--- src/sv/assert_macros.svh ---
// Assertion macros shared by the box filter RTL files.
`ifndef ASSERT_MACROS_SVH
`define ASSERT_MACROS_SVH

// Property must hold at every clock edge outside reset.
`define BOXF_ASSERT(lbl, clk, rst_n, prop) \
    lbl: assert property (@(posedge clk) disable iff (!(rst_n)) (prop)) \
        else $error("%m: assertion failed");

// Condition must never be true outside reset.
`define BOXF_ASSERT_NEVER(lbl, clk, rst_n, cond) \
    lbl: assert property (@(posedge clk) disable iff (!(rst_n)) !(cond)) \
        else $error("%m: forbidden condition seen");

`endif

--- src/sv/boxf_pkg.sv ---
// Shared constants, codes and beat types of the 3x3 box filter.
package boxf_pkg;

    localparam int MAX_SIZE    = 1024;
    localparam int PIX_BITS    = 8;
    localparam int COORD_W     = $clog2(MAX_SIZE);
    localparam int SIZE_W      = $clog2(MAX_SIZE + 1);
    localparam int PIX_MAX     = (1 << PIX_BITS) - 1;
    localparam int CS_W        = $clog2(3 * PIX_MAX + 1);
    localparam int SUM_W       = $clog2(9 * PIX_MAX + 5);
    localparam int ROUND_BIAS  = 4;
    // x / 9 as (x * ceil(2^k / 9)) >> k, exact for x below 2^SUM_W
    localparam int RECIP_SHIFT = SUM_W + 4;
    localparam int RECIP_9     = (1 << RECIP_SHIFT) / 9 + 1;
    localparam int RECIP_W     = RECIP_SHIFT - 3;
    localparam int FIFO_DEPTH  = 8;
    localparam int FIFO_AW     = $clog2(FIFO_DEPTH);
    localparam int FIFO_CW     = $clog2(FIFO_DEPTH + 1);
    // up to two results in each of two stages ahead of the output queue
    localparam int PEND_W      = 3;

    typedef enum logic {
        REQ_PIXEL = 1'b0,
        REQ_DRAIN = 1'b1
    } t_req;

    // command from the control stage to the datapath
    typedef struct packed {
        logic                valid;
        logic                is_pix;
        logic [COORD_W-1:0]  addr;
        logic [PIX_BITS-1:0] pix;
        logic                top;
        logic                has_a;
        logic                emit1;
        logic                emit2;
        logic                cap0;
        logic                use_mid;
        logic                new_ok;
        logic                first;
        logic                frame_end;
        logic [COORD_W-1:0]  row;
        logic [COORD_W-1:0]  col1;
        logic [COORD_W-1:0]  col2;
    } t_cmd;

    // line store write port
    typedef struct packed {
        logic                en;
        logic [COORD_W-1:0]  addr;
        logic [PIX_BITS-1:0] upper;
        logic [PIX_BITS-1:0] middle;
    } t_wr;

    // one result beat
    typedef struct packed {
        logic [PIX_BITS-1:0] mean;
        logic [COORD_W-1:0]  out_row;
        logic [COORD_W-1:0]  out_col;
        logic                run_last;
        logic                frame_end;
    } t_res;

    // up to two results pushed into the output queue in one cycle
    typedef struct packed {
        logic en1;
        logic en2;
        t_res res1;
        t_res res2;
    } t_push;

endpackage

--- src/sv/boxf_out_fifo.sv ---
// Output queue taking up to two result beats per cycle, with input credit.
`include "assert_macros.svh"

module boxf_out_fifo (
    input  logic                        i_clk,
    input  logic                        i_rst_n,
    input  boxf_pkg::t_push             i_push,
    input  logic [boxf_pkg::PEND_W-1:0] i_pend,
    input  logic                        i_ready,
    output logic                        o_valid,
    output boxf_pkg::t_res              o_res,
    output logic                        o_credit
);
    import boxf_pkg::*;

    t_res               r_mem [FIFO_DEPTH];
    logic [FIFO_AW-1:0] r_wr_ptr, n_wr_ptr;
    logic [FIFO_AW-1:0] r_rd_ptr, n_rd_ptr;
    logic [FIFO_CW-1:0] r_cnt, n_cnt;
    logic [1:0]         push_cnt;
    logic               pop;
    logic [FIFO_CW:0]   need;

    always_comb begin
        push_cnt = 2'(i_push.en1) + 2'(i_push.en2);
        o_valid  = (r_cnt != '0);
        o_res    = r_mem[r_rd_ptr];
        pop      = o_valid && i_ready;
        n_wr_ptr = r_wr_ptr + FIFO_AW'(push_cnt);
        n_rd_ptr = r_rd_ptr + FIFO_AW'(pop);
        n_cnt    = r_cnt + FIFO_CW'(push_cnt) - FIFO_CW'(pop);
        // room for everything in flight plus two results of a new beat
        need     = (FIFO_CW+1)'(r_cnt) + (FIFO_CW+1)'(i_pend) + (FIFO_CW+1)'(2);
        o_credit = (need <= (FIFO_CW+1)'(FIFO_DEPTH));
    end

    // storage
    always_ff @(posedge i_clk) begin
        if (i_push.en1) begin
            r_mem[r_wr_ptr] <= i_push.res1;
        end
        if (i_push.en2) begin
            r_mem[r_wr_ptr + FIFO_AW'(1)] <= i_push.res2;
        end
    end

    always_ff @(posedge i_clk) begin
        if (!i_rst_n) begin
            r_wr_ptr <= '0;
            r_rd_ptr <= '0;
            r_cnt    <= '0;
        end else begin
            r_wr_ptr <= n_wr_ptr;
            r_rd_ptr <= n_rd_ptr;
            r_cnt    <= n_cnt;
        end
    end

    `BOXF_ASSERT_NEVER(a_no_overflow, i_clk, i_rst_n, ((FIFO_CW+1)'(r_cnt) + (FIFO_CW+1)'(push_cnt)) > (FIFO_CW+1)'(FIFO_DEPTH))
    `BOXF_ASSERT_NEVER(a_second_alone, i_clk, i_rst_n, i_push.en2 && !i_push.en1)

endmodule

--- config.mk ---
export PLATFORM = sky130hd
export DESIGN_NAME = boxf_out_fifo
export DESIGN_NICKNAME = d
export VERILOG_FILES = /design/src/sv/boxf_pkg.sv /design/src/sv/boxf_out_fifo.sv
export VERILOG_INCLUDE_DIRS = /design/src /design/src/sv
export SDC_FILE = /design/constraint.sdc
export NUM_CORES = 1
export LEC_CHECK = 0
export BUFFER_PORTS_ARGS = -buffer_cell sky130_fd_sc_hd__buf_2
export CORE_UTILIZATION = 30
export CTS_BUF_LIST = sky130_fd_sc_hd__clkbuf_8
export CTS_CLUSTER_DIAMETER = 50
export DETAILED_ROUTE_END_ITERATION = 10
export GPL_TIMING_DRIVEN = 1
export PLACE_DENSITY = 0.43
export SKIP_CTS_REPAIR_TIMING = 1
export SLEW_MARGIN = 40
export SYNTH_ARGS = -nofsm -noshare
export SYNTH_HDL_FRONTEND = slang
export SYNTH_SLANG_ARGS = --single-unit
export TNS_END_PERCENT = 5
--- constraint.sdc ---
create_clock -name i_clk -period 7.5 [get_ports i_clk]
set_input_delay 0.375 -clock i_clk [delete_from_list [all_inputs] [get_ports i_clk]]
set_output_delay 0.375 -clock i_clk [all_outputs]
set_load 0.005 [all_outputs]
# == Yosys cells after proc, flatten, opt, wreduce, memory -nomap -nowiden ==
# Memory sizes are Yosys's and may differ from the RTL's. A register that Yosys moved wholly into a read port is not among the register bits.
# Cells that the tools add are included.
# W data, S select, Z words.
# totals
output_inout_bits,32
ff_bits,10
ramBits,240
mem_count,1
# op_classes
n_reduce_logical,2
addsub,8
n_lt_le_gt_ge,1
n_mux,5
# memory_table
name,depth,word_bits,rd,rd_ports_with_merged_regs,wr,line,source
r_mem,8,30,1,1,2,boxf_out_fifo.sv:16,t_res r_mem [FIFO_DEPTH];
# ops
cell,n
$add A4 B3 Y5,1
$add A5 B2 Y5 const B,1
$le A5 B4 Y1 const B,1
$add A4 B2 Y4,1
$mux W1,4
$reduce_bool A4 Y1,1
$sub A4 B1 Y4,1
$add A3 B1 Y3,1
$add A3 B1 Y3 const B,1
$add A3 B2 Y3,1
$mux W3,1
$add A1 B1 Y2,1
$logic_and A1 B1 Y1,1

# == Depth between registers and ports, before layout ==
# logic_depth
ltp_word,4
ltp_mapped,11

# == Worst setup path before layout ==
# Ideal clock, no wire load.
# synth_path
kind,reg-to-reg
from,register r_wr_ptr[0]
to,memory r_mem[2][0] (netlist bit) (enable)
arrival_ps,2876
period_less_slack_ps,3341
path_slack_ps,4159
setup_time_ps,465
stages_incl_launch_ff,3
cell_sequence,dfxtp_1 -> clkbuf_1 -> o32ai_1
# synth_lines
item,line,source
from (decl),boxf_out_fifo.sv:17,"logic [FIFO_AW-1:0] r_wr_ptr, n_wr_ptr;"
from (signal assigned),boxf_out_fifo.sv:53,r_wr_ptr <= n_wr_ptr;
to (decl),boxf_out_fifo.sv:16,

==> run metrics <==
status finished clean; final worst-path cycle share 0.4673; largest net degree at the start of global routing 44; # nets final 920; DR WL/cell 24.68 um; GRT Residual Overflow 0; part of the Yosys area used for sequential elements 0.5840; fin. max-slew vios 0; Placer Congestion 0.6997; cell-internal power 2.974 mW; Yosys Warn Count 0; PwrDens 284.7 nW/um^2; ranking of synthesized cells by area edfxtp_1, mux2_2, mux4_2, ha_1, dfxtp_1; final instance area 14820 um^2; total vias in the final route 6973; CTS sink cnt 250; First DRT Iteration DRCs 310; Avg Cell Area, Syn 17.89 um^2; CTS Buf Count 49; die height 207.6 um; Synth cell types 35; I/O pin total 100; Fin Clk Skew 0.01794 ns; area leader, netlist edfxtp_1; final number of hold-violating endpoints 0; buffers from clock root to sink, at most 3; Worst Path Max Fanout 29; Filler Cell Count 3913; GRT Total Usage 0.1627; Gate power share 0.273; first-pass GRT wire length 51.23 mm; worst vdd ir 106.5 uV; crit end category output pin; unrepaired setup endpoints after global routing no; die footprint 43100 um^2; clock power share 0.298; DRC viols 0; Starting Density 0.3071; share of cells above drive strength 1 0.6034; Hold WC Path Type input pin to flop; number of synthesized register bits 250; ANT nets after route 0; mapped cell area 12680 um^2; later-pin clock latency in the skew report 0.57 ns; final wirelength 34.68 mm; Setup TNS Final 0 ns; Yosys top cell area share 0.5682; row cnt 74; worst path required time 7.12 ns; Setup CP Type flop to output pin; Worst-Margin Slew 0.7798 ns; drt pass-1 iters 6; number of max-cap violations 0; Seq pwr share 0.430; sw power 1.245 mW; Syn Inst Count 709; CP Data Arrival Time 3.13 ns; vias in the first global route 7893; Hold Slack 0.1394 ns; CTS tree done; Fmax 285.3 MHz; Period minus WS final 3.505 ns; Synth-to-Final Area Change 16.83%; antenna violations before repair 3; port bufs 99; Sw Share 0.2950; final core occ 0.3588; Root Buffer clkbuf_8; post-DP HPWL 19.61 mm; Core ar. 41290 um^2; Worst-path clk slew 0.06 ns; worst rel slew slack 0.4776; H-tree level count 2; Post-DP Area 13900 um^2; startpoint types flop; Mapped Nets 797; DR vias/cell 4.963; Final setup viols 0; Pleak 5.004 nW; Chip Width 207.6 um
==> critical path, stage by stage, from the launching register on <==
cell and delay, ns:
dfxtp_4 0.61, buf_12 0.25, buf_4 0.59, mux4_2 0.60
mux2_2 0.31, buf_2 0.14
==> synth_stat cells <==
cell type  instances
ha_1              17
nor2_1             5
or2_2              1
xnor2_1            1
o22ai_1            3
mux2i_1            1
mux2_2           268
nand2b_1           4
nand2_1            7
nand3b_1           1
nor3_1             1
edfxtp_1         240
mux4_2            60
clkbuf_1          13
buf_2             24
xnor2_2            1
a221oi_1           1
o32ai_1            1
o21bai_1           1
inv_1             13
and2_1             9
mux2_1             2
fa_1               3
xor2_1             3
nand3_1            1
xor2_2             1
dfxtp_1           10
buf_4              7
a21o_1             2
o21ai_0            2
nor3_2             2
nor2b_1            1
or3_1              1
a21oi_1            1
nor3b_1            1
==> worst paths after layout <==
check                                            start               endpoint  slack [ns]  cells past startpoint
worst min register to register     r_cnt[0]$_SDFF_PN0_    r_cnt[0]$_SDFF_PN0_        0.66                      2
worst max-delay path            r_rd_ptr[0]$_SDFF_PN0_              o_res[12]        4.00                      5
worst max register to register  r_wr_ptr[0]$_SDFF_PN0_  r_mem[1][9]$_DFFE_PP_        4.20                      5
worst min-delay path                           i_rst_n    r_cnt[3]$_SDFF_PN0_        0.14                      3
==> power groups by stage <==
stage                     Clock, mW  Sequential, mW  Combinational [mW]
after CTS                      1.31            1.84                1.15
after detailed placement          0            1.87                1.14
after global routing           1.36            1.83                1.26
final                          1.26            1.81                1.15
after global placement            0            1.86                1.12
after floorplan                   0            1.79               0.792
==> layout make-up <==
class	instances	area (um^2)	share of cell area
Sequential cell	250	7413	0.5003
Multi-Input combinational cell	402	5160	0.3482
Clock buffer	51	701.9	0.04737
Tap cell	532	665.6	0.04492
Timing Repair Buffer	116	635.6	0.04289
Clock inverter	38	185.2	0.01250
Inverter	13	48.80	0.003293
Antenna cell	3	7.507	0.0005066
==> cell families (layout without fill, tap and decap cells) <==
group,count (synthesis),in the layout,share of synthesized area
AO/OA/AOI/OAI,11,11,0.005820
XOR/XNOR,6,6,0.005328
adder cells (fa/ha/maj),20,20,0.02151
buffers and inverters,57,218,0.02131
flip-flops,250,250,0.5840
multiplexers,331,331,0.3470
other,0,3,0
AND/OR/NAND/NOR,34,34,0.01500
==> layout by cell type (no fill, tap or decap), types with 4 or more instances in the layout <==
| cell type | netlist | routed |
|---|---|---|
| nand2b_1 | 4 | 4 |
| dfxtp_1 | 10 | 7 |
| clkinv_2 | 0 | 6 |
| and2_1 | 9 | 9 |
| inv_1 | 13 | 31 |
| mux2_2 | 268 | 268 |
| clkbuf_8 | 0 | 51 |
| clkinv_1 | 0 | 11 |
| edfxtp_1 | 240 | 240 |
| nor2_4 | 0 | 4 |
| nand2_1 | 7 | 5 |
| mux4_2 | 60 | 60 |
| ha_1 | 17 | 17 |
| buf_2 | 24 | 99 |
| buf_4 | 7 | 16 |
==> state kept, by name (all words and copies together), names as in the netlist <==
signal    cells
r_mem       240
r_wr_ptr      3
r_rd_ptr      3
r_cnt         4
==> stage by stage <==
stage	setup WS (ns)	power, mW	instances
after floorplan	4.159	2.578	709
after global placement	4.044	2.980	1312
after detailed placement	4.221	3.015	1312
after CTS	3.740	4.305	1401
after global routing	3.778	4.450	1402
final	3.995	4.219	1405
==> routing by layer <==
metal | GRT usage | share of wire | wire, um | up-vias
li1 | - | - | - | 3125
met1 | 0.2085 | 0.45 | 15480 | 3652
met2 | 0.2795 | 0.49 | 17030 | 143
met3 | 0.03253 | 0.043 | 1506 | 51
met4 | 0.04393 | 0.018 | 640 | 2
met5 | 0 | 0.00026 | 9 | -
(Power assumes the default switching activity.)
