## src/sv/assert_macros.svh

```systemverilog
// Assertion macros shared by the box filter RTL files.
`ifndef ASSERT_MACROS_SVH
`define ASSERT_MACROS_SVH

// Property must hold at every clock edge outside reset.
`define BOXF_ASSERT(lbl, clk, rst_n, prop) \
    lbl: assert property (@(posedge clk) disable iff (!(rst_n)) (prop)) \
        else $error("%m: assertion failed");

// Condition must never be true outside reset.
`define BOXF_ASSERT_NEVER(lbl, clk, rst_n, cond) \
    lbl: assert property (@(posedge clk) disable iff (!(rst_n)) !(cond)) \
        else $error("%m: forbidden condition seen");

`endif

```

## src/sv/boxf_pkg.sv

```systemverilog
// Shared constants, codes and beat types of the 3x3 box filter.
package boxf_pkg;

    localparam int MAX_SIZE    = 1024;
    localparam int PIX_BITS    = 8;
    localparam int COORD_W     = $clog2(MAX_SIZE);
    localparam int SIZE_W      = $clog2(MAX_SIZE + 1);
    localparam int PIX_MAX     = (1 << PIX_BITS) - 1;
    localparam int CS_W        = $clog2(3 * PIX_MAX + 1);
    localparam int SUM_W       = $clog2(9 * PIX_MAX + 5);
    localparam int ROUND_BIAS  = 4;
    // x / 9 as (x * ceil(2^k / 9)) >> k, exact for x below 2^SUM_W
    localparam int RECIP_SHIFT = SUM_W + 4;
    localparam int RECIP_9     = (1 << RECIP_SHIFT) / 9 + 1;
    localparam int RECIP_W     = RECIP_SHIFT - 3;
    localparam int FIFO_DEPTH  = 8;
    localparam int FIFO_AW     = $clog2(FIFO_DEPTH);
    localparam int FIFO_CW     = $clog2(FIFO_DEPTH + 1);
    // up to two results in each of two stages ahead of the output queue
    localparam int PEND_W      = 3;

    typedef enum logic {
        REQ_PIXEL = 1'b0,
        REQ_DRAIN = 1'b1
    } t_req;

    // command from the control stage to the datapath
    typedef struct packed {
        logic                valid;
        logic                is_pix;
        logic [COORD_W-1:0]  addr;
        logic [PIX_BITS-1:0] pix;
        logic                top;
        logic                has_a;
        logic                emit1;
        logic                emit2;
        logic                cap0;
        logic                use_mid;
        logic                new_ok;
        logic                first;
        logic                frame_end;
        logic [COORD_W-1:0]  row;
        logic [COORD_W-1:0]  col1;
        logic [COORD_W-1:0]  col2;
    } t_cmd;

    // line store write port
    typedef struct packed {
        logic                en;
        logic [COORD_W-1:0]  addr;
        logic [PIX_BITS-1:0] upper;
        logic [PIX_BITS-1:0] middle;
    } t_wr;

    // one result beat
    typedef struct packed {
        logic [PIX_BITS-1:0] mean;
        logic [COORD_W-1:0]  out_row;
        logic [COORD_W-1:0]  out_col;
        logic                run_last;
        logic                frame_end;
    } t_res;

    // up to two results pushed into the output queue in one cycle
    typedef struct packed {
        logic en1;
        logic en2;
        t_res res1;
        t_res res2;
    } t_push;

endpackage

```

## src/sv/boxf_datapath.sv

```systemverilog
// Column sums, window sums, rounded divide by nine and result assembly.
`include "assert_macros.svh"

module boxf_datapath (
    input  logic                          i_clk,
    input  logic                          i_rst_n,
    input  boxf_pkg::t_cmd                i_cmd,
    input  logic [boxf_pkg::PIX_BITS-1:0] i_rd_upper,
    input  logic [boxf_pkg::PIX_BITS-1:0] i_rd_middle,
    output boxf_pkg::t_wr                 o_wr,
    output boxf_pkg::t_push               o_push,
    output logic [boxf_pkg::PEND_W-1:0]   o_pend
);
    import boxf_pkg::*;

    typedef struct packed {
        logic               valid;
        logic               emit2;
        logic               frame_end;
        logic [SUM_W-1:0]   sum1;
        logic [SUM_W-1:0]   sum2;
        logic [COORD_W-1:0] row;
        logic [COORD_W-1:0] col1;
        logic [COORD_W-1:0] col2;
    } t_sums;

    // rounded x / 9 through a constant reciprocal
    function automatic logic [PIX_BITS-1:0] div9(input logic [SUM_W-1:0] s);
        logic [SUM_W-1:0]         biased;
        logic [SUM_W+RECIP_W-1:0] prod;
        biased = s + SUM_W'(ROUND_BIAS);
        prod   = (SUM_W+RECIP_W)'(biased) * (SUM_W+RECIP_W)'(RECIP_9);
        return prod[RECIP_SHIFT +: PIX_BITS];
    endfunction

    logic [CS_W-1:0]  r_cs_a;
    logic [CS_W-1:0]  r_cs_b;
    logic [CS_W-1:0]  r_dcol0;
    logic [CS_W-1:0]  r_d_prev;
    logic [CS_W-1:0]  r_d_cur;
    t_sums            r_s2, n_s2;

    logic [CS_W-1:0]  cs_new;
    logic [CS_W-1:0]  col0_sum;
    logic [CS_W-1:0]  d_new;
    logic [CS_W-1:0]  d_prev;
    logic [CS_W-1:0]  d_cur;
    logic [SUM_W-1:0] pair_sum;
    logic [SUM_W-1:0] pix_sum;
    logic [SUM_W-1:0] drain_sum;

    // stage 1: column and window sums
    always_comb begin
        cs_new   = CS_W'(i_rd_middle) + CS_W'(i_cmd.pix)
                 + (i_cmd.top ? CS_W'(i_rd_upper) : CS_W'(0));
        col0_sum = CS_W'(i_cmd.pix) + (i_cmd.use_mid ? CS_W'(i_rd_middle) : CS_W'(0));
        pair_sum = SUM_W'(r_cs_b) + SUM_W'(cs_new);
        pix_sum  = pair_sum + (i_cmd.has_a ? SUM_W'(r_cs_a) : SUM_W'(0));

        // last row: two stored rows per column, sliding over columns
        d_new     = i_cmd.new_ok ? (CS_W'(i_rd_upper) + CS_W'(i_rd_middle)) : CS_W'(0);
        d_prev    = i_cmd.first ? CS_W'(0) : r_d_prev;
        d_cur     = i_cmd.first ? r_dcol0 : r_d_cur;
        drain_sum = SUM_W'(d_prev) + SUM_W'(d_cur) + SUM_W'(d_new);

        n_s2.valid     = i_cmd.valid && i_cmd.emit1;
        n_s2.emit2     = i_cmd.emit2;
        n_s2.frame_end = i_cmd.frame_end;
        n_s2.sum1      = i_cmd.is_pix ? pix_sum : drain_sum;
        n_s2.sum2      = pair_sum;
        n_s2.row       = i_cmd.row;
        n_s2.col1      = i_cmd.col1;
        n_s2.col2      = i_cmd.col2;

        // line store shift: middle moves up, new pixel becomes middle
        o_wr.en     = i_cmd.valid && i_cmd.is_pix;
        o_wr.addr   = i_cmd.addr;
        o_wr.upper  = i_rd_middle;
        o_wr.middle = i_cmd.pix;
    end

    // window column registers
    always_ff @(posedge i_clk) begin
        if (i_cmd.valid && i_cmd.is_pix) begin
            r_cs_a <= r_cs_b;
            r_cs_b <= cs_new;
            if (i_cmd.cap0) begin
                r_dcol0 <= col0_sum;
            end
        end
        if (i_cmd.valid && !i_cmd.is_pix) begin
            r_d_prev <= d_cur;
            r_d_cur  <= d_new;
        end
    end

    always_ff @(posedge i_clk) begin
        if (!i_rst_n) begin
            r_s2.valid <= 1'b0;
        end else begin
            r_s2 <= n_s2;
        end
    end

    // stage 2: divide and build result beats
    always_comb begin
        o_push.en1            = r_s2.valid;
        o_push.en2            = r_s2.valid && r_s2.emit2;
        o_push.res1.mean      = div9(r_s2.sum1);
        o_push.res1.out_row   = r_s2.row;
        o_push.res1.out_col   = r_s2.col1;
        o_push.res1.run_last  = !r_s2.emit2;
        o_push.res1.frame_end = r_s2.frame_end;
        o_push.res2.mean      = div9(r_s2.sum2);
        o_push.res2.out_row   = r_s2.row;
        o_push.res2.out_col   = r_s2.col2;
        o_push.res2.run_last  = 1'b1;
        o_push.res2.frame_end = 1'b0;

        // results still on their way to the output queue
        o_pend = PEND_W'(n_s2.valid) + PEND_W'(n_s2.valid && n_s2.emit2)
               + PEND_W'(r_s2.valid) + PEND_W'(r_s2.valid && r_s2.emit2);
    end

    `BOXF_ASSERT(a_pair_is_pixel, i_clk, i_rst_n, (i_cmd.valid && i_cmd.emit2) |-> (i_cmd.emit1 && i_cmd.is_pix && !i_cmd.frame_end))

endmodule

```

## config.mk

```make
export PLATFORM = sky130hd
export DESIGN_NAME = boxf_datapath
export DESIGN_NICKNAME = d
export VERILOG_FILES = /design/src/sv/boxf_pkg.sv /design/src/sv/boxf_datapath.sv
export VERILOG_INCLUDE_DIRS = /design/src /design/src/sv
export SDC_FILE = /design/constraint.sdc
export NUM_CORES = 1
export LEC_CHECK = 0
export BUFFER_PORTS_ARGS = -buffer_cell sky130_fd_sc_hd__buf_2
export CAP_MARGIN = 20
export CORE_MARGIN = 2
export CORE_UTILIZATION = 33
export CTS_CLUSTER_DIAMETER = 80
export DETAILED_ROUTE_END_ITERATION = 16
export PLACE_DENSITY = 0.55
export SLEW_MARGIN = 10
export SYNTH_ARGS = -nofsm -noshare
export SYNTH_HDL_FRONTEND = slang
export SYNTH_SLANG_ARGS = --single-unit
```

## constraint.sdc

```tcl
create_clock -name i_clk -period 8 [get_ports i_clk]
set_clock_uncertainty 0.05 [all_clocks]
set_input_delay 1.6 -clock i_clk [delete_from_list [all_inputs] [get_ports i_clk]]
set_output_delay 1.6 -clock i_clk [all_outputs]
set_load 0.02 [all_outputs]
```

; Yosys cells after proc, flatten, opt, wreduce, memory -nomap -nowiden
; Cells that the tools add are included.
[totals]
register_bits = 107
out_inout_bits = 92
elab_cells = 43
inputBits = 77
[op_classes]
multipliers = 2
addsub = 13
reduce_logical = 8
n_mux = 7
[ops]
columns = op, count
row1 = $mul 12x12->23 const B, 2
row2 = $mux 10, 3
row3 = $add 8x8->9, 3
row4 = $add 12x3->12 const B, 2
row5 = $add 10x10->11, 2
row6 = $mux 8, 2
row7 = $add 11x10->12, 1
row8 = $add 11x9->12, 1
row9 = $mux 12, 1
row10 = $add 9x8->10, 1
row11 = $mux 9, 1
row12 = $logic_and 1x1->1, 5
row13 = $add 2x1->3, 1
row14 = $add 3x1->3, 1
row15 = $add 1x1->2, 1
row16 = $logic_not 1->1, 2
row17 = $reduce_and 2->1, 1

; Longest topological paths before layout
[logic_depth]
word_depth = 5
mapped_depth = 25
mapped_depth_nobuf = 25

; Least setup slack after synthesis
; Ideal clock, no wire load.
[synth_timing]
path_kind = flip-flop to output port
start = reg r_s2[46] (netlist name)
end = out o_push[59] (netlist name)
required_ns = 6.350
path_stages_with_launch = 22
arrival_ns = 5.306
path_buffers = 0
path_slack_ns = 1.044
cell_sequence = edfxtp_1 > and3_1 > and3_1 > nand3_1 > xnor2_1 > fa_1 > ha_1 > inv_1 > fa_1 > inv_1 > fa_1 > inv_1 > fa_1 > inv_1 > ha_1 > a21oi_1 > o21ai_0 > or3_1 > o21ai_2 > o21ai_2 > o31ai_1 > xnor2_1
[synth_lines]
columns = item, line_no
row1 = "start, declared", boxf_datapath.sv:41  ; t_sums r_s2, n_s2;
row2 = "start signal, assigned", boxf_datapath.sv:101  ; r_s2 <= n_s2;
row3 = "end, declared", boxf_datapath.sv:11  ; output boxf_pkg::t_push o_push,

==> impl_results.md <==
* Hpwl dp at 17.4 mm
* Worst hold stages at 0
* Post-CTS Hold Fix Bufs at 0
* Die Area at 0.0341 mm²
* CTS resizes at 0
* Number of antenna violations at the first check in global routing at 2
* Detailed router's first-iteration violation count at 235
* Clock root cell: clkbuf_16
* Longest Clk Path Bufs at 2
* Worst R2R Path Depth at 16
* Final setup fails at 0
* Post-synthesis cell count at 1019
* Synth warnings at 0
* Fraction of layout cells with a size suffix above 1 at 16.3%
* GRT Residual Overflow at 0
* FFs w/ async S/R, synth at 0%
* Hold_ws at 417 ps
* Final net count at 1445
* CP required at 6350 ps
* Clk slew on worst S/H paths at 70 ps
* Critical Path Source: r_s2[34]$_DFFE_PP_
* Fmax at 133 MHz
* Syn_nets at 1361
* Sequential area share after synthesis at 28.6%
* Delay-heaviest family, CP: adder cells
* Max_cap viols at 0
* TritonCTS clock tree: built
* Vias at 6698
* Most frequent cells in the layout: inv_1, ha_1, buf_2
* Clock latency on the worst-skew pair at 340 ps
* Crit path max fanout at 5
* Most common cell after layout, fill and taps aside: inv_1
* Std cell rows at 66
* Hold WC Path Type: flip-flop to flip-flop
* Total GRT Usage at 11.9%
* WP depth at 23
* Synth Flop Type: edfxtp_1
* Slowest stage cell, crit path: fa_1
* Vias in the first global route at 6854
* Final Max Slew Viols at 0
* CP startpoint kind: flip-flop
* Setup crit end kind: output pin
* Placed cell areas at 0.0115 mm²
* WL per Instance at 12.7 µm
* Die Height at 185 µm
* Drt first pass iters at 6
* Area grow syn2layout at 9.70%
* Period utilisation layout at 94.2%
* Final Hold Fails at 0
* R2r startpoint: r_cs_b[1]$_DFFE_PP_
* Syn_area_per_cell at 10.6 µm²
* Post-Syn Area at 0.0108 mm²
* Port Buffer Count at 146
* Slew at the pin closest to its max-slew limit at 1020 ps
* I/O pin count at 169
* Max incr delay on CP at 530 ps
* Setup bufs post-CTS at 0
* Worst path arrival time at 5880 ps
* Unrepaired setup endpoints after global routing: no
* # clock sinks at 103
* Pin count of the biggest net entering global routing at 57
* EDFF count, synth at 102
* Chip width at 185 µm
* Setup TNS at 0 ps
* Routability cong. at 0.876
* Starting Density at 33.3%
* DRC violations left at 0
* Max-slew headroom at 31.9%
* First-pass GRT wire length at 32.7 mm
* Distinct cells, synth at 45
* Hold Startpoint: r_cs_b[0]$_DFFE_PP_
* Antenna Nets Post-Route at 0
* WP buf/inv at 5
* Final Cell Area at 0.0118 mm²
* Register bit total from synthesis at 103
* Worst Setup Path Type: flip-flop to output pin
* Status: finished clean
* Detailed-route wire length at 19.6 mm
* CTS H-tree depth at 3
* Post-route minimum period at 7530 ps
* Vias per inst at 4.32
* Crit path cell chain: nand3_1 -> nor2_1 -> and2_1 -> nand3_1 -> xnor2_2 -> fa_1 -> ha_1 -> inv_1 -> fa_1 -> inv_1 -> fa_1 -> inv_1 -> fa_1 -> inv_1 -> ha_1 -> a211oi_1 -> nor2_1 -> nor2_1 -> o31ai_4 -> o211ai_2 -> o21ai_0 -> a311o_1 -> buf_2
* Core ar. at 0.0324 mm²
* Number of buffers created by CTS at 9
==> cell families (layout without fill, tap and decap cells) <==
group | count (synthesis) | count (layout) | synth area share (%)
buffers and inverters | 266 | 354 | 11.7
muxes | 16 | 16 | 1.58
other | 2 | 3 | 0.0697
adders and majority gates | 265 | 265 | 36.3
DFF | 103 | 103 | 28.6
AOI/OAI and AO/OA | 132 | 132 | 7.68
and+or+nand+nor | 156 | 156 | 7.68
xor gates and xnor gates | 79 | 79 | 6.42
==> state kept, by name, summed over array words and instances, names as in the netlist <==
signal / cells
o_push: 32
r_s2: 24
r_cs_a: 10
r_cs_b: 10
r_d_cur: 9
r_d_prev: 9
r_dcol0: 9
==> layout make-up <==
cell class	instances	area [µm²]
fill	3265	20500
clock buffer	9	225
inverter	190	713
clock inverter	6	37.5
antenna	1	2.50
sequential	103	3080
timing repair buffer	149	753
tap	442	553
multi-input combinational	650	6460
==> metrics by stage <==
step / util, % / cells / setup slack [ps]
after floorplan: - / 1019 / 1040
after global placement: 35.6 / 1534 / 749
after detailed placement: 35.6 / 1534 / 647
after CTS: 36.5 / 1549 / 274
after global routing: 36.5 / 1549 / 71.1
final: 36.5 / 1550 / 467
==> cell usage after synthesis (2+ instances only) <==
cell,n,area (µm²)
a21boi_0,2,15.0
xor2_1,22,193
mux2_2,8,90.1
nand2_1,23,86.3
edfxtp_1,102,3060
a21o_1,16,120
clkbuf_1,6,22.5
a21oi_1,47,235
o21ai_0,26,130
nand4_1,6,37.5
or2_2,2,12.5
and3_1,10,62.6
o21ai_2,2,17.5
inv_1,190,713
conb_1,2,7.51
fa_1,79,1580
nand3_1,15,75.1
or3_1,3,18.8
nor3_1,4,20.0
buf_4,70,526
nor2b_1,18,113
a31oi_1,2,12.5
o211ai_1,3,22.5
xnor2_1,57,499
o21bai_1,7,52.6
mux2i_1,8,80.1
ha_1,186,2330
nand2b_1,10,62.6
nor2_1,27,101
o21ai_1,4,20.0
and2_1,36,225
o21a_1,9,67.6
o31ai_1,3,22.5
a211oi_1,3,22.5
==> worst paths after layout <==
check | slack, ps | to
setup reg to reg | 4490 | r_s2[52]$_DFFE_PP_
setup / recovery | 470 | o_push[29]
hold reg to reg | 420 | r_cs_a[0]$_DFFE_PP_
hold / removal | 420 | r_cs_a[0]$_DFFE_PP_
==> per-layer routing <==
metal	vias up	wire, µm	GRT usage (%)
li1	3480	-	-
met5	-	11	0
met1	3103	9630	16.4
met3	20	516	1.34
met4	2	290	3.11
met2	93	9190	19.7
Power is not shown: default switching activity piles up to over one toggle a cycle in this logic, so the estimate is an artifact.
