File: src/sv/assert_macros.svh
// Assertion macros shared by the box filter RTL files.
`ifndef ASSERT_MACROS_SVH
`define ASSERT_MACROS_SVH

// Property must hold at every clock edge outside reset.
`define BOXF_ASSERT(lbl, clk, rst_n, prop) \
    lbl: assert property (@(posedge clk) disable iff (!(rst_n)) (prop)) \
        else $error("%m: assertion failed");

// Condition must never be true outside reset.
`define BOXF_ASSERT_NEVER(lbl, clk, rst_n, cond) \
    lbl: assert property (@(posedge clk) disable iff (!(rst_n)) !(cond)) \
        else $error("%m: forbidden condition seen");

`endif

File: src/sv/boxf_pkg.sv
// Shared constants, codes and beat types of the 3x3 box filter.
package boxf_pkg;

    localparam int MAX_SIZE    = 1024;
    localparam int PIX_BITS    = 8;
    localparam int COORD_W     = $clog2(MAX_SIZE);
    localparam int SIZE_W      = $clog2(MAX_SIZE + 1);
    localparam int PIX_MAX     = (1 << PIX_BITS) - 1;
    localparam int CS_W        = $clog2(3 * PIX_MAX + 1);
    localparam int SUM_W       = $clog2(9 * PIX_MAX + 5);
    localparam int ROUND_BIAS  = 4;
    // x / 9 as (x * ceil(2^k / 9)) >> k, exact for x below 2^SUM_W
    localparam int RECIP_SHIFT = SUM_W + 4;
    localparam int RECIP_9     = (1 << RECIP_SHIFT) / 9 + 1;
    localparam int RECIP_W     = RECIP_SHIFT - 3;
    localparam int FIFO_DEPTH  = 8;
    localparam int FIFO_AW     = $clog2(FIFO_DEPTH);
    localparam int FIFO_CW     = $clog2(FIFO_DEPTH + 1);
    // up to two results in each of two stages ahead of the output queue
    localparam int PEND_W      = 3;

    typedef enum logic {
        REQ_PIXEL = 1'b0,
        REQ_DRAIN = 1'b1
    } t_req;

    // command from the control stage to the datapath
    typedef struct packed {
        logic                valid;
        logic                is_pix;
        logic [COORD_W-1:0]  addr;
        logic [PIX_BITS-1:0] pix;
        logic                top;
        logic                has_a;
        logic                emit1;
        logic                emit2;
        logic                cap0;
        logic                use_mid;
        logic                new_ok;
        logic                first;
        logic                frame_end;
        logic [COORD_W-1:0]  row;
        logic [COORD_W-1:0]  col1;
        logic [COORD_W-1:0]  col2;
    } t_cmd;

    // line store write port
    typedef struct packed {
        logic                en;
        logic [COORD_W-1:0]  addr;
        logic [PIX_BITS-1:0] upper;
        logic [PIX_BITS-1:0] middle;
    } t_wr;

    // one result beat
    typedef struct packed {
        logic [PIX_BITS-1:0] mean;
        logic [COORD_W-1:0]  out_row;
        logic [COORD_W-1:0]  out_col;
        logic                run_last;
        logic                frame_end;
    } t_res;

    // up to two results pushed into the output queue in one cycle
    typedef struct packed {
        logic en1;
        logic en2;
        t_res res1;
        t_res res2;
    } t_push;

endpackage

File: src/sv/boxf_ctrl.sv
// Frame position counters, size register and per-beat command decode.
`include "assert_macros.svh"

module boxf_ctrl (
    input  logic                          i_clk,
    input  logic                          i_rst_n,
    input  logic                          i_in_acc,
    input  logic                          i_req_type,
    input  logic [boxf_pkg::PIX_BITS-1:0] i_pixel,
    input  logic                          i_cfg_wr,
    input  logic [boxf_pkg::SIZE_W-1:0]   i_cfg_data,
    output logic                          o_rd_en,
    output logic [boxf_pkg::COORD_W-1:0]  o_rd_addr,
    output boxf_pkg::t_cmd                o_cmd
);
    import boxf_pkg::*;

    logic [SIZE_W-1:0]  r_size, n_size;
    logic [SIZE_W-1:0]  r_in_row, n_in_row;
    logic [COORD_W-1:0] r_in_col, n_in_col;
    logic [COORD_W-1:0] r_dcol, n_dcol;
    t_cmd               r_cmd, n_cmd;

    logic               is_pix;
    logic               frame_in;
    logic               pix_ok;
    logic               drain_ok;
    logic [SIZE_W-1:0]  col_inc;
    logic [SIZE_W-1:0]  dcol_inc;
    logic [SIZE_W-1:0]  row_inc;
    logic [SIZE_W-1:0]  row_m1;
    logic [SIZE_W-1:0]  size_m1;
    logic               col_last;
    logic               drain_last;
    logic [SIZE_W-1:0]  size_clamped;

    // decode of the current beat
    always_comb begin
        is_pix     = (i_req_type == REQ_PIXEL);
        col_inc    = SIZE_W'(r_in_col) + SIZE_W'(1);
        dcol_inc   = SIZE_W'(r_dcol) + SIZE_W'(1);
        row_inc    = r_in_row + SIZE_W'(1);
        row_m1     = r_in_row - SIZE_W'(1);
        size_m1    = r_size - SIZE_W'(1);
        frame_in   = (r_in_row >= r_size);
        pix_ok     = i_in_acc && is_pix && !frame_in;
        drain_ok   = i_in_acc && !is_pix && frame_in;
        col_last   = (col_inc == r_size);
        drain_last = (dcol_inc == r_size);

        if (i_cfg_data == '0) begin
            size_clamped = SIZE_W'(1);
        end else if (i_cfg_data > SIZE_W'(MAX_SIZE)) begin
            size_clamped = SIZE_W'(MAX_SIZE);
        end else begin
            size_clamped = i_cfg_data;
        end
    end

    // counter updates; a size write restarts the frame
    always_comb begin
        n_size   = r_size;
        n_in_row = r_in_row;
        n_in_col = r_in_col;
        n_dcol   = r_dcol;

        if (pix_ok) begin
            if (col_last) begin
                n_in_col = '0;
                n_in_row = row_inc;
            end else begin
                n_in_col = col_inc[COORD_W-1:0];
            end
        end

        if (drain_ok) begin
            if (drain_last) begin
                n_in_row = '0;
                n_in_col = '0;
                n_dcol   = '0;
            end else begin
                n_dcol = dcol_inc[COORD_W-1:0];
            end
        end

        if (i_cfg_wr) begin
            n_size   = size_clamped;
            n_in_row = '0;
            n_in_col = '0;
            n_dcol   = '0;
        end
    end

    // command for the datapath stage
    always_comb begin
        n_cmd.valid     = pix_ok || drain_ok;
        n_cmd.is_pix    = is_pix;
        n_cmd.addr      = is_pix ? r_in_col : dcol_inc[COORD_W-1:0];
        n_cmd.pix       = i_pixel;
        n_cmd.top       = (r_in_row >= SIZE_W'(2));
        n_cmd.has_a     = (r_in_col >= COORD_W'(2));
        n_cmd.emit1     = is_pix ? ((r_in_row != '0) && (r_in_col != '0)) : 1'b1;
        n_cmd.emit2     = is_pix && (r_in_row != '0) && col_last;
        n_cmd.cap0      = is_pix && (row_inc == r_size) && (r_in_col == '0);
        n_cmd.use_mid   = (r_size >= SIZE_W'(2));
        n_cmd.new_ok    = (dcol_inc < r_size);
        n_cmd.first     = (r_dcol == '0);
        n_cmd.frame_end = !is_pix && drain_last;
        n_cmd.row       = is_pix ? row_m1[COORD_W-1:0] : size_m1[COORD_W-1:0];
        n_cmd.col1      = is_pix ? (r_in_col - COORD_W'(1)) : r_dcol;
        n_cmd.col2      = r_in_col;
    end

    always_ff @(posedge i_clk) begin
        if (!i_rst_n) begin
            r_size    <= SIZE_W'(MAX_SIZE);
            r_in_row  <= '0;
            r_in_col  <= '0;
            r_dcol    <= '0;
            r_cmd.valid <= 1'b0;
        end else begin
            r_size   <= n_size;
            r_in_row <= n_in_row;
            r_in_col <= n_in_col;
            r_dcol   <= n_dcol;
            r_cmd    <= n_cmd;
        end
    end

    assign o_rd_en   = n_cmd.valid;
    assign o_rd_addr = n_cmd.addr;
    assign o_cmd     = r_cmd;

    `BOXF_ASSERT_NEVER(a_row_in_frame, i_clk, i_rst_n, r_in_row > r_size)
    `BOXF_ASSERT(a_frame_end_restart, i_clk, i_rst_n, (r_cmd.valid && r_cmd.frame_end) |-> ((r_in_row == '0) && (r_in_col == '0) && (r_dcol == '0)))

endmodule

File: config.mk
export PLATFORM = sky130hd
export DESIGN_NAME = boxf_ctrl
export DESIGN_NICKNAME = d
export VERILOG_FILES = /design/src/sv/boxf_pkg.sv /design/src/sv/boxf_ctrl.sv
export VERILOG_INCLUDE_DIRS = /design/src /design/src/sv
export SDC_FILE = /design/constraint.sdc
export NUM_CORES = 1
export LEC_CHECK = 0
export BUFFER_PORTS_ARGS = -buffer_cell sky130_fd_sc_hd__buf_2
export CORE_ASPECT_RATIO = 2
export CORE_MARGIN = 3
export CORE_UTILIZATION = 42
export CTS_CLUSTER_SIZE = 20
export DETAILED_ROUTE_END_ITERATION = 6
export GPL_TIMING_DRIVEN = 1
export SLEW_MARGIN = 25
export SYNTH_ARGS = -nofsm -noshare
export SYNTH_HDL_FRONTEND = slang
export SYNTH_SLANG_ARGS = --single-unit
File: constraint.sdc
create_clock -name i_clk -period 5.65 [get_ports i_clk]
set_input_delay 0.565 -clock i_clk [delete_from_list [all_inputs] [get_ports i_clk]]
set_output_delay 0.565 -clock i_clk [all_outputs]
set_load 0.005 [all_outputs]
Word-level counts from Yosys, hierarchy flattened
Index checks and enable logic that the tools add are counted.

Bits in latches: 0. Output and inout port bits: 70. Logic and storage cells: 69. Register bits after elaboration: 101. Bits of input ports: 24. Bits in writable memories: 0. Memories: 0. ROM bits: 0.

Equality and inequality tests: 3. Div/mod/pow operators: 0. Multipliers: 0. Add/sub/neg operators: 6. Magnitude comparators: 6. Shift-type cells: 0. Reduce and logical (&&, ||, !) cells: 18. Bitwise operators: 2. Multiplexer cells: 14.

Operators by type and width (count): $mux 10 (8); $mux 11 (6); $eq 11x11->1 (3); $sub 10x1->10 const B (3); $add 10x1->11 const B (2); $ge 11x2->1 const B (2); $logic_not 10->1 (2); $add 11x1->11 const B (1); $ge 11x11->1 (1); $gt 11x11->1 const B (1); $logic_not 11->1 (1); $lt 11x11->1 (1); $reduce_bool 11->1 (1); $ge 10x2->1 const B (1); $logic_and 1x1->1 (10); $reduce_bool 10->1 (1); $not 1->1 (2); $reduce_or 2->1 (1); $logic_not 1->1 (1); $logic_or 1x1->1 (1).

Longest topological paths before layout
Gate-level depths: netlist (run 1).

Depth in word-level cells: 6. Gate-level depth with buffers: 13. Mapped depth without buffers: 13.

Worst setup path before layout (run 1)
Ideal clock, no wire load.

Kind: register to register. Start: register r_size[6]. End: register r_in_row[3]. Buffers on the path: 2. Stages on the path, launching flop included: 12. Setup time: 0.132 ns. Required time: 5.518 ns. Clock period less this slack: 2.831 ns. Slack: 2.819 ns. Arrival: 2.699 ns. Path through: dfxtp_1 -> clkbuf_1 -> inv_1 -> ha_1 -> and3_1 -> a221o_1 -> a31oi_1 -> o2111ai_1 -> a2111o_1 -> clkbuf_1 -> o21ai_1 -> a21oi_1.

Cells in the longest elaborated chain, start to end: 6. Elaborated cells on any way between the ends: 10. Those cells by class: 1 x order compare; 2 x eq/ne; 4 x mux; 3 x reduce/logical.

Ends and longest elaborated chain: start: declaration (RTL line boxf_ctrl.sv:18) `logic [SIZE_W-1:0] r_size, n_size;`; start signal: assignment (RTL line boxf_ctrl.sv:116) `r_size <= SIZE_W'(MAX_SIZE);`; start signal: assignment (RTL line boxf_ctrl.sv:122) `r_size <= n_size;`; $ge 11x11->1 (RTL line boxf_ctrl.sv:45) `frame_in = (r_in_row >= r_size);`; $logic_not 1->1 (RTL line boxf_ctrl.sv:46) `pix_ok = i_in_acc && is_pix && !frame_in;`; $logic_and 1x1->1 (RTL line boxf_ctrl.sv:46); $mux 11 (RTL line boxf_ctrl.sv:67) `if (pix_ok) begin`; $mux 11 (RTL line boxf_ctrl.sv:77) `if (drain_last) begin`; $mux 11 (*) (RTL line boxf_ctrl.sv:76) `if (drain_ok) begin`; end signal: assignment (RTL line boxf_ctrl.sv:123) `r_in_row <= n_in_row;`; end: declaration (RTL line boxf_ctrl.sv:19) `logic [SIZE_W-1:0] r_in_row, n_in_row;`.

Every way passes the cells marked *; elsewhere a longest branch is shown, timed or not. A chain may end at the register's enable or synchronous reset.

Final worst setup path (run 1)
Start: register r_size[5]. End: output port o_rd_en.

Cells in the longest elaborated chain, start to end: 4. Elaborated cells on any way between the ends: 5. Those cells by class: 1 x order compare; 4 x reduce/logical.

Ends and longest elaborated chain: $ge 11x11->1 (*) (RTL line boxf_ctrl.sv:45); $logic_not 1->1 (RTL line boxf_ctrl.sv:46); $logic_and 1x1->1 (RTL line boxf_ctrl.sv:46); $logic_or 1x1->1 (*) (RTL line boxf_ctrl.sv:96) `n_cmd.valid = pix_ok || drain_ok;`; end: declaration (RTL line boxf_ctrl.sv:12) `output logic o_rd_en,`.

Marks and branches as above.

==> results of run 1 <==
[layout by cell type (no fill, tap or decap), drive strengths merged, types with 2 or more instances in the layout]
master,synthesis,routed
a2111oi,5,5
a21o,2,2
a21oi,36,36
a31oi,5,5
and2,7,7
and3,13,13
buf,17,96
clkbuf,36,9
clkinv,0,3
dfxtp,43,43
edfxtp,58,58
ha,32,32
inv,35,39
mux2i,12,12
nand2,53,53
nand2b,2,2
nand3,22,22
nand3b,3,3
nand4,10,10
nor2,46,46
nor2b,6,6
nor3,19,19
nor3b,2,2
nor4,14,14
nor4b,2,2
o2111ai,5,5
o211ai,3,3
o21a,4,4
o21ai,49,49
or2,3,3
or3,18,18
or4,5,5
xnor2,30,30
xor2,21,21
[cells by family (layout without fill, tap and decap cells)]
group	after synthesis	after routing	share of synthesized area (%)
mux	13	13	2.25
xor+xnor	51	51	7.64
simple gates	228	228	20.2
fa+ha+maj	32	32	6.84
flops	101	101	44.5
compound gates	118	118	12.0
buf+inv	88	147	6.52
[through the flow]
step	instances	area, um^2	utilization (%)	hold WS (ns)	worst slack, ns
2_1_floorplan	631	5850	-	0.403	2.82
3_3_place_gp	829	6280	46.5	0.508	2.14
3_5_place_dp	829	6280	46.5	0.506	1.95
4_1_cts	845	6580	48.7	0.377	1.95
5_1_grt	845	6580	48.7	0.372	1.52
6_report	845	6580	48.7	0.386	1.93
[path summary, 6_finish.rpt]
| check | startpoint | to | slack, ns | cells past startpoint |
|---|---|---|---|---|
| worst max-delay path | r_size[5]$_SDFFE_PN0P_ | o_rd_en | 1.93 | 9 |
| worst min-delay path | i_pixel[7] | o_cmd[46]$_DFFE_PP_ | 0.39 | 1 |
| worst min register to register | r_dcol[1]$_SDFFE_PP0P_ | r_dcol[1]$_SDFFE_PP0P_ | 0.52 | 2 |
| worst max register to register | r_dcol[0]$_SDFFE_PP0P_ | r_in_col[8]$_SDFF_PP0_ | 1.97 | 13 |
[routing by layer]
layer / global-route usage (%) / vias to the layer above / part of all wire (%)
met1: 23.1 / 2327 / 35
met3: 3.20 / 55 / 3.5
met2: 39.7 / 163 / 54
met5: 0 / - / 0
met4: 14.1 / 0 / 6.8
li1: - / 2347 / -
[cell type report]
| class | count | area, um^2 |
|---|---|---|
| Clock buffer | 9 | 225 |
| Clock inverter | 7 | 67.6 |
| Fill cell | 1324 | 6940 |
| Inverter | 35 | 131 |
| Multi-Input combinational cell | 442 | 2870 |
| Sequential cell | 101 | 2600 |
| Tap cell | 155 | 194 |
| Timing Repair Buffer | 96 | 488 |
[flip-flops by register name, summed over array words and instances (netlist names)]
name	cells
o_cmd	59
r_dcol	10
r_in_col	10
r_in_row	11
r_size	11
[worst reg2reg max path, stage by stage (launching register included)]
cell and delay, ns:
dfxtp_1 0.43, ha_1 0.27, nand3_1 0.13, nor2_1 0.33
nand3_1 0.14, xor2_1 0.23, inv_1 0.08, ha_1 0.34
nand4_1 0.11, nor3_1 0.18, buf_4 0.20, inv_1 0.10
o21ai_2 0.75, a2111oi_0 0.21
[power groups by stage]
| stage | combinational, mW | sequential, mW | clock (mW) |
|---|---|---|---|
| floorplan | 0.0859 | 0.838 | 0 |
| CTS | 0.156 | 0.823 | 0.633 |
| global route | 0.171 | 0.826 | 0.660 |
| global placement | 0.153 | 0.839 | 0 |
| detailed placement | 0.155 | 0.840 | 0 |
| finish | 0.154 | 0.823 | 0.616 |
==> flow_metrics.py, run 1 <==
metrics = {
    "timing": {
        "skew_ns": 0.0100,
        "tns_ns": 0,
        "fin_crit_sh_pct": 65.9,
        "slew_violations": 0,
        "max_freq_ghz": 0.269,
        "hold_viol": 0,
        "setup_viol": 0,
        "finalCriticalPeriod_ns": 3.72,
        "grt_setup_unrepaired": "false",
        "slew_headroom_pct": 32.6,
        "max_slew.worst_pin.slew_ns": 1.01,
    },
    "pwr": {
        "p_sw_mw": 0.412,
        "p_leak_nw": 2.61,
        "power.share.combinational_pct": 9.7,
        "p_int_mw": 1.18,
        "pwr-share-clk_pct": 38.7,
        "swShare_pct": 25.9,
        "seq_power_share_pct": 51.6,
        "power_density_nw_per_um2": 242,
        "ir_drop_uv": 149,
        "finalPower_mw": 1.59,
    },
    "cells_and_area": {
        "area_growth_pct": 12.4,
        "nets": 741,
        "drive_gt1_share_pct": 17.7,
        "antenna_cells": 0,
    },
    "synthesis": {
        "synth_flop_cell": "edfxtp_1",
        "syn_nets": 687,
        "ys_warn_count": 0,
        "synth_cells": 631,
        "synth_area_um2": 5850,
        "synth_edf_count": 58,
        "yosysTopAreaCellShare_pct": 29.8,
        "synthTopCellsByArea": "edfxtp_1 (30%), dfxtp_1 (15%), ha_1 (6.8%)",
        "synth_most_common_cell": "edfxtp_1",
        "synth-seq-cells": 101,
        "yosysSeqAreaShare_pct": 44.5,
        "ys_top_cells_by_count": "edfxtp_1 (58), nand2_1 (52), nor2_1 (45)",
        "yosys.area.top_type": "edfxtp_1",
        "synth_area_per_cell_um2": 9.27,
        "synth.distinct_cells": 55,
        "async_reset_ff_share_pct": 0,
    },
    "critical_path": {
        "worstSetupStartpointType": "flip-flop",
        "cp.arrival_ns": 3.16,
        "cp_max_fo": 20,
        "critPathKind": "reg -> out",
        "cp_cell_sequence": "inv_1, ha_1, and3_1, a221o_1, a31oi_1, o21ai_1, nand3_1, nand2_1, buf_2",
        "crit_path_end_kind": "primary output",
        "cp.required_ns": 5.09,
        "max_stage_delay_ns": 0.52,
        "crit_buf_inv": 2,
        "critical-path-top-delay-family": "simple AND/OR/NAND/NOR gates",
        "worst_path_max_delay_cell": "nand3_1",
    },
    "clock_tree": {
        "root_buffer": "clkbuf_16",
        "clk_path_buf_depth": 2,
        "ctsResizeCount": 0,
        "hold_buffers": 0,
        "worstSkewPairLatency_ns": 0.35,
        "htree_num_levels": 3,
        "cts_tree": "built",
        "clock_sinks": 101,
        "postCtsSetupBuffers": 0,
        "numCtsBuffers": 9,
        "cts.clk_slew.worst_paths_ns": 0.07,
    },
    "route": {
        "drc": 0,
        "wl_per_cell_um": 19.7,
        "dr.pass1.iters": 5,
        "drt-initial-drc-count": 345,
        "wirelength_um": 16700,
        "postRouteAntennaNets": 0,
        "vias": 4892,
        "viasPerCell": 5.79,
    },
    "min_path": {
        "hold_path.class": "in -> reg",
    },
    "place": {
        "dp.final_hpwl_um": 12800,
        "numPortBuffers": 93,
        "gp_congestion": 0.949,
    },
    "grt": {
        "grt_pass1_vias": 4888,
        "gr-total-overflow": 0,
        "globalRouteTotalUtil_pct": 22.2,
        "grt_max_degree": 57,
        "antenna_found_initial": 0,
        "grt_pass1_wl_um": 26100,
    },
    "floorplanning": {
        "die_w_um": 89.4,
        "core-area_um2": 13500,
        "ios": 94,
        "chipHeight_um": 173,
        "start_util_pct": 43.3,
        "die-area_um2": 15500,
        "rows": 60,
    },
    "run_status": {
        "outcome": "complete, no violations",
    },
    "run": {
        "cap_violations": 0,
    },
}
Power figures use the tool's default switching activity.
==> run 2: changes to the inputs <==
==> constraint.sdc (replaced) <==
create_clock -name i_clk -period 3.15 [get_ports i_clk]
set_input_delay 0.315 -clock i_clk [delete_from_list [all_inputs] [get_ports i_clk]]
set_output_delay 0.315 -clock i_clk [all_outputs]
set_load 0.005 [all_outputs]
==> run 2 against run 1 <==
Sequential power is 77% higher. Clock-buffer cell count stayed put. Non-clock buffer count is 38 higher. Sequential share of layout area is 1.7 points lower. Register-to-register slack worse by 1.7 ns. Worst setup slack worse by 1.7 ns. Die area stayed put. Power is 79% higher. Routed wire length is 1.6% higher. Core utilization is 2.3 points higher. Clock power is 75% higher.
==> flow_metrics.py, run 2 (synthesis gave the netlist of run 1 again) <==
metrics = {
    "run_status": {
        "outcome": "complete, no violations",
    },
    "route": {
        "wirelength_um": 16900,
        "viasPerCell": 5.64,
        "dr.pass1.iters": 7,
        "postRouteAntennaNets": 0,
        "drc": 0,
        "vias": 4979,
        "drt-initial-drc-count": 271,
        "wl_per_cell_um": 19.2,
    },
    "place": {
        "dp.final_hpwl_um": 13300,
        "numPortBuffers": 93,
        "gp_congestion": 0.928,
    },
    "clock_tree": {
        "clock_sinks": 101,
        "cts.clk_slew.worst_paths_ns": 0.07,
        "numCtsBuffers": 9,
        "root_buffer": "clkbuf_16",
        "hold_buffers": 0,
        "htree_num_levels": 3,
        "cts_tree": "built",
        "clk_path_buf_depth": 2,
        "worstSkewPairLatency_ns": 0.35,
    },
    "timing": {
        "fin_crit_sh_pct": 94.3,
        "slew_headroom_pct": 54.6,
        "setup_viol": 0,
        "skew_ns": 0.00657,
        "hold_viol": 0,
        "finalCriticalPeriod_ns": 2.97,
        "tns_ns": 0,
        "slew_violations": 0,
        "grt_setup_unrepaired": "false",
        "max_slew.worst_pin.slew_ns": 0.682,
        "max_freq_ghz": 0.337,
    },
    "critical_path": {
        "critPathKind": "reg -> out",
        "r2r_cells": 11,
        "worstSetupStartpointType": "flip-flop",
        "cp_max_fo": 19,
        "r2r-end": "r_in_row[0]$_SDFF_PP0_",
        "timing.rr.start": "r_size[6]$_SDFFE_PN0P_",
        "cp.required_ns": 2.83,
        "reg2reg_slack_ns": 0.27,
        "cp.arrival_ns": 2.66,
        "crit_path_end_kind": "primary output",
    },
    "cells_and_area": {
        "drive_gt1_share_pct": 22.7,
        "final_util_pct": 51.0,
        "nets": 779,
        "largest_register_ff_count": 59,
        "layout_commonest_cell": "buf_2",
        "most-common-layout-cells": "buf_2 (93), edfxtp_1 (58), nand2_1 (52)",
        "antenna_cells": 0,
        "area_growth_pct": 17.8,
    },
    "grt": {
        "antenna_found_initial": 0,
        "grt_max_degree": 53,
        "globalRouteTotalUtil_pct": 22.7,
        "gr-total-overflow": 0,
        "grt_pass1_wl_um": 26500,
        "grt_pass1_vias": 5017,
    },
    "pwr": {
        "finalPower_mw": 2.86,
        "ir_drop_uv": 266,
        "p_leak_nw": 2.81,
        "power_density_nw_per_um2": 415,
    },
    "floorplanning": {
        "die_w_um": 89.4,
        "core-area_um2": 13500,
        "ios": 94,
        "rows": 60,
        "chipHeight_um": 173,
        "start_util_pct": 43.3,
        "die-area_um2": 15500,
    },
    "min_path": {
        "hold_depth": 1,
        "hp-start": "i_pixel[6]",
        "hold_end": "o_cmd[45]$_DFFE_PP_",
        "hold_path.class": "in -> reg",
    },
    "run": {
        "cap_violations": 0,
    },
}
run 2: area by class of cell:
| type | count | area, um^2 |
|---|---|---|
| clock inverters | 7 | 67.6 |
| inverters | 35 | 131 |
| well taps | 155 | 194 |
| repair buffers | 134 | 790 |
| multi-input cells | 442 | 2870 |
| flip-flops and latches | 101 | 2610 |
| fillers | 1287 | 6630 |
| clock buffers | 9 | 225 |
run 2: metrics by stage:
step                      setup WS, ns  std cells  area [um^2]  hold slack [ns]
after floorplan                  0.319        631         5850            0.391
after global placement           0.119        867         6580            0.484
after detailed placement        0.0427        867         6580            0.493
after CTS                       0.0110        883         6870            0.121
after global routing            0.0110        883         6890            0.119
final                            0.179        883         6890            0.135
run 2: worst max-delay path, cell delays in order, from the launching register on:
cell	delay, ns
dfxtp_2	0.39
inv_1	0.12
ha_1	0.31
and3_1	0.20
a221o_1	0.36
a31oi_2	0.16
buf_4	0.14
o21ai_1	0.07
nand3_1	0.14
buf_6	0.19
nand2_1	0.09
buf_2	0.13
run 2: report_power, final:
part,internal [mW],total (mW),switching (mW),leakage [nW]
clock network,0.555,1.08,0.527,0.145
registers,1.45,1.46,0.0150,0.917
logic,0.127,0.308,0.181,1.75
run 2: timing repair:
item | in CTS | in global routing
setup endpoints to repair | 0 | 12
resized for setup | 0 | 7
setup buffers | 0 | 0
run 2: how the worst max path moves through the flow:
stage / start / endpoint / slack (ns)
2_1_floorplan: r_size[6]$_SDFFE_PN0P_ / r_in_row[3]$_SDFF_PP0_ / 0.32
3_3_place_gp: r_size[6]$_SDFFE_PN0P_ / r_in_row[2]$_SDFF_PP0_ / 0.12
3_5_place_dp: r_size[6]$_SDFFE_PN0P_ / r_in_row[9]$_SDFF_PP0_ / 0.04
4_1_cts: r_size[6]$_SDFFE_PN0P_ / o_rd_en / 0.01
5_1_grt: r_size[6]$_SDFFE_PN0P_ / o_rd_en / 0.01
6_report: r_size[6]$_SDFFE_PN0P_ / o_rd_en / 0.18
run 2: metal layers:
layer  wire, um  track usage [%]  vias up
met5          0                0        -
met4       1390             16.2        0
met3        661             3.34       71
met2       9060             39.9      178
met1       5800             23.3     2313
li1           -                -     2417
==> run 3: changes to the inputs <==
--- a/config.mk
+++ b/config.mk
@@ -13,6 +13,7 @@
 export CTS_CLUSTER_SIZE = 20
 export DETAILED_ROUTE_END_ITERATION = 6
 export GPL_TIMING_DRIVEN = 1
+export REMOVE_ABC_BUFFERS = 1
 export SLEW_MARGIN = 25
 export SYNTH_ARGS = -nofsm -noshare
 export SYNTH_HDL_FRONTEND = slang
==> run 3 against run 2 <==
Critical path depth unchanged. Largest cell class unchanged. Clock skew about the same. Worst setup slack got worse by 0.013 ns. Clock power about the same. Design area increased by 0.38%. Hold slack got worse by 0.0015 ns.
==> flow_metrics.py, run 3 (synthesis gave the netlist of run 1 again) <==
metrics = {
    "clock_tree": {
        "worstSkewPairLatency_ns": 0.35,
        "cts_tree": "built",
        "root_buffer": "clkbuf_16",
        "hold_buffers": 0,
        "htree_num_levels": 3,
        "clk_path_buf_depth": 2,
        "cts.clk_slew.worst_paths_ns": 0.08,
        "numCtsBuffers": 9,
        "clock_sinks": 101,
    },
    "route": {
        "wl_per_cell_um": 20.4,
        "viasPerCell": 5.74,
        "postRouteAntennaNets": 0,
        "wirelength_um": 18000,
        "drt-initial-drc-count": 261,
        "dr.pass1.iters": 4,
        "drc": 0,
        "vias": 5077,
    },
    "cells_and_area": {
        "antenna_cells": 0,
        "nets": 781,
        "area_growth_pct": 18.2,
        "final_util_pct": 51.2,
        "largest_register_ff_count": 59,
        "layout_commonest_cell": "buf_2",
        "fillers": 1304,
        "most-common-layout-cells": "buf_2 (93), edfxtp_1 (58), nand2_1 (52)",
        "drive_gt1_share_pct": 22.9,
        "instances_no_fill": 885,
    },
    "grt": {
        "antenna_found_initial": 0,
        "globalRouteTotalUtil_pct": 24.0,
        "grt_util_met2_pct": 43.6,
        "grt_max_degree": 48,
        "top_usage_layer": "met2",
        "met3_usage_pct": 3.34,
        "gr-total-overflow": 0,
        "grtUsageMet1_pct": 22.5,
        "grt_pass1_vias": 5164,
        "grt_pass1_wl_um": 27400,
    },
    "timing": {
        "grt_setup_unrepaired": "false",
        "tns_ns": 0,
        "finalCriticalPeriod_ns": 2.98,
        "slew_violations": 0,
        "timing.hold.ws_ns": 0.134,
        "max_freq_ghz": 0.335,
        "hold_viol": 0,
        "skew_ns": 0.00699,
        "fin_crit_sh_pct": 94.7,
        "max_slew.worst_pin.slew_ns": 0.617,
        "setup_viol": 0,
        "slew_headroom_pct": 57.8,
    },
    "place": {
        "dp.cells": 869,
        "dp.final_hpwl_um": 14000,
        "gp_congestion": 1.00,
        "numPortBuffers": 93,
    },
    "critical_path": {
        "cp.arrival_ns": 2.67,
        "critPathKind": "reg -> out",
        "cp.required_ns": 2.83,
        "cp_max_fo": 19,
        "crit_path_end_kind": "primary output",
        "worstSetupStartpointType": "flip-flop",
    },
    "pwr": {
        "ir_drop_uv": 347,
        "power_density_nw_per_um2": 414,
        "p_leak_nw": 2.81,
        "finalPower_mw": 2.86,
    },
    "floorplanning": {
        "ios": 94,
        "die-area_um2": 15500,
        "core-area_um2": 13500,
        "start_util_pct": 43.3,
        "die_w_um": 89.4,
        "chipHeight_um": 173,
        "rows": 60,
    },
    "run": {
        "cap_violations": 0,
    },
    "min_path": {
        "hold_path.class": "in -> reg",
    },
    "run_status": {
        "outcome": "complete, no violations",
    },
}
[run 3: final timing paths]
kind              depth (start not counted)              startpoint             endpoint  slack, ns
setup / recovery                         11  r_size[6]$_SDFFE_PN0P_              o_rd_en       0.17
hold / removal                            1              i_pixel[5]  o_cmd[44]$_DFFE_PP_       0.13
setup reg to reg                          9  r_in_row[0]$_SDFF_PP0_  o_cmd[34]$_DFFE_PP_       0.18
hold reg to reg                           0  r_in_col[8]$_SDFF_PP0_   o_cmd[8]$_DFFE_PP_       0.46
[run 3: layer usage]
layer	vias to the layer above	wire, um
met5	-	0
met4	0	1510
met3	77	600
met2	162	9910
met1	2417	6020
li1	2421	-
[run 3: layout make-up]
cell class,count,area [um^2],area share [%]
inverter,35,131,1.90
clock inverter,7,68.8,0.995
sequential,101,2610,37.7
timing repair buffer,136,805,11.6
tap,155,194,2.80
clock buffer,9,225,3.26
multi-input combinational,442,2890,41.7
[run 3: repair_timing]
| item | 4_1_cts | 5_1_grt |
|---|---|---|
| resized for setup | 0 | 8 |
| setup buffers | 0 | 0 |
| endpoints found under the setup margin | 0 | 21 |
[run 3: worst max-delay path: stages, from the launching register on]
cell	delay [ns]
dfxtp_2	0.40
inv_1	0.07
ha_1	0.31
and3_1	0.20
a221o_1	0.34
a31oi_1	0.18
buf_4	0.14
o21ai_1	0.09
nand3_1	0.15
buf_6	0.18
nand2_1	0.10
buf_2	0.14
[run 3: power by group]
part | internal (mW) | total [mW] | leakage [nW] | switching, mW
logic | 0.125 | 0.306 | 1.76 | 0.181
clock network | 0.554 | 1.09 | 0.137 | 0.539
registers | 1.45 | 1.47 | 0.916 | 0.0160
total | 2.13 | 2.86 | 2.81 | 0.737
[run 3: through the flow]
step,setup WS [ns],instance area (um^2)
2_1_floorplan,-0.392,5600
3_3_place_gp,0.00872,6590
3_5_place_dp,0.0697,6590
4_1_cts,0.0270,6890
5_1_grt,0.00457,6910
6_report,0.166,6910
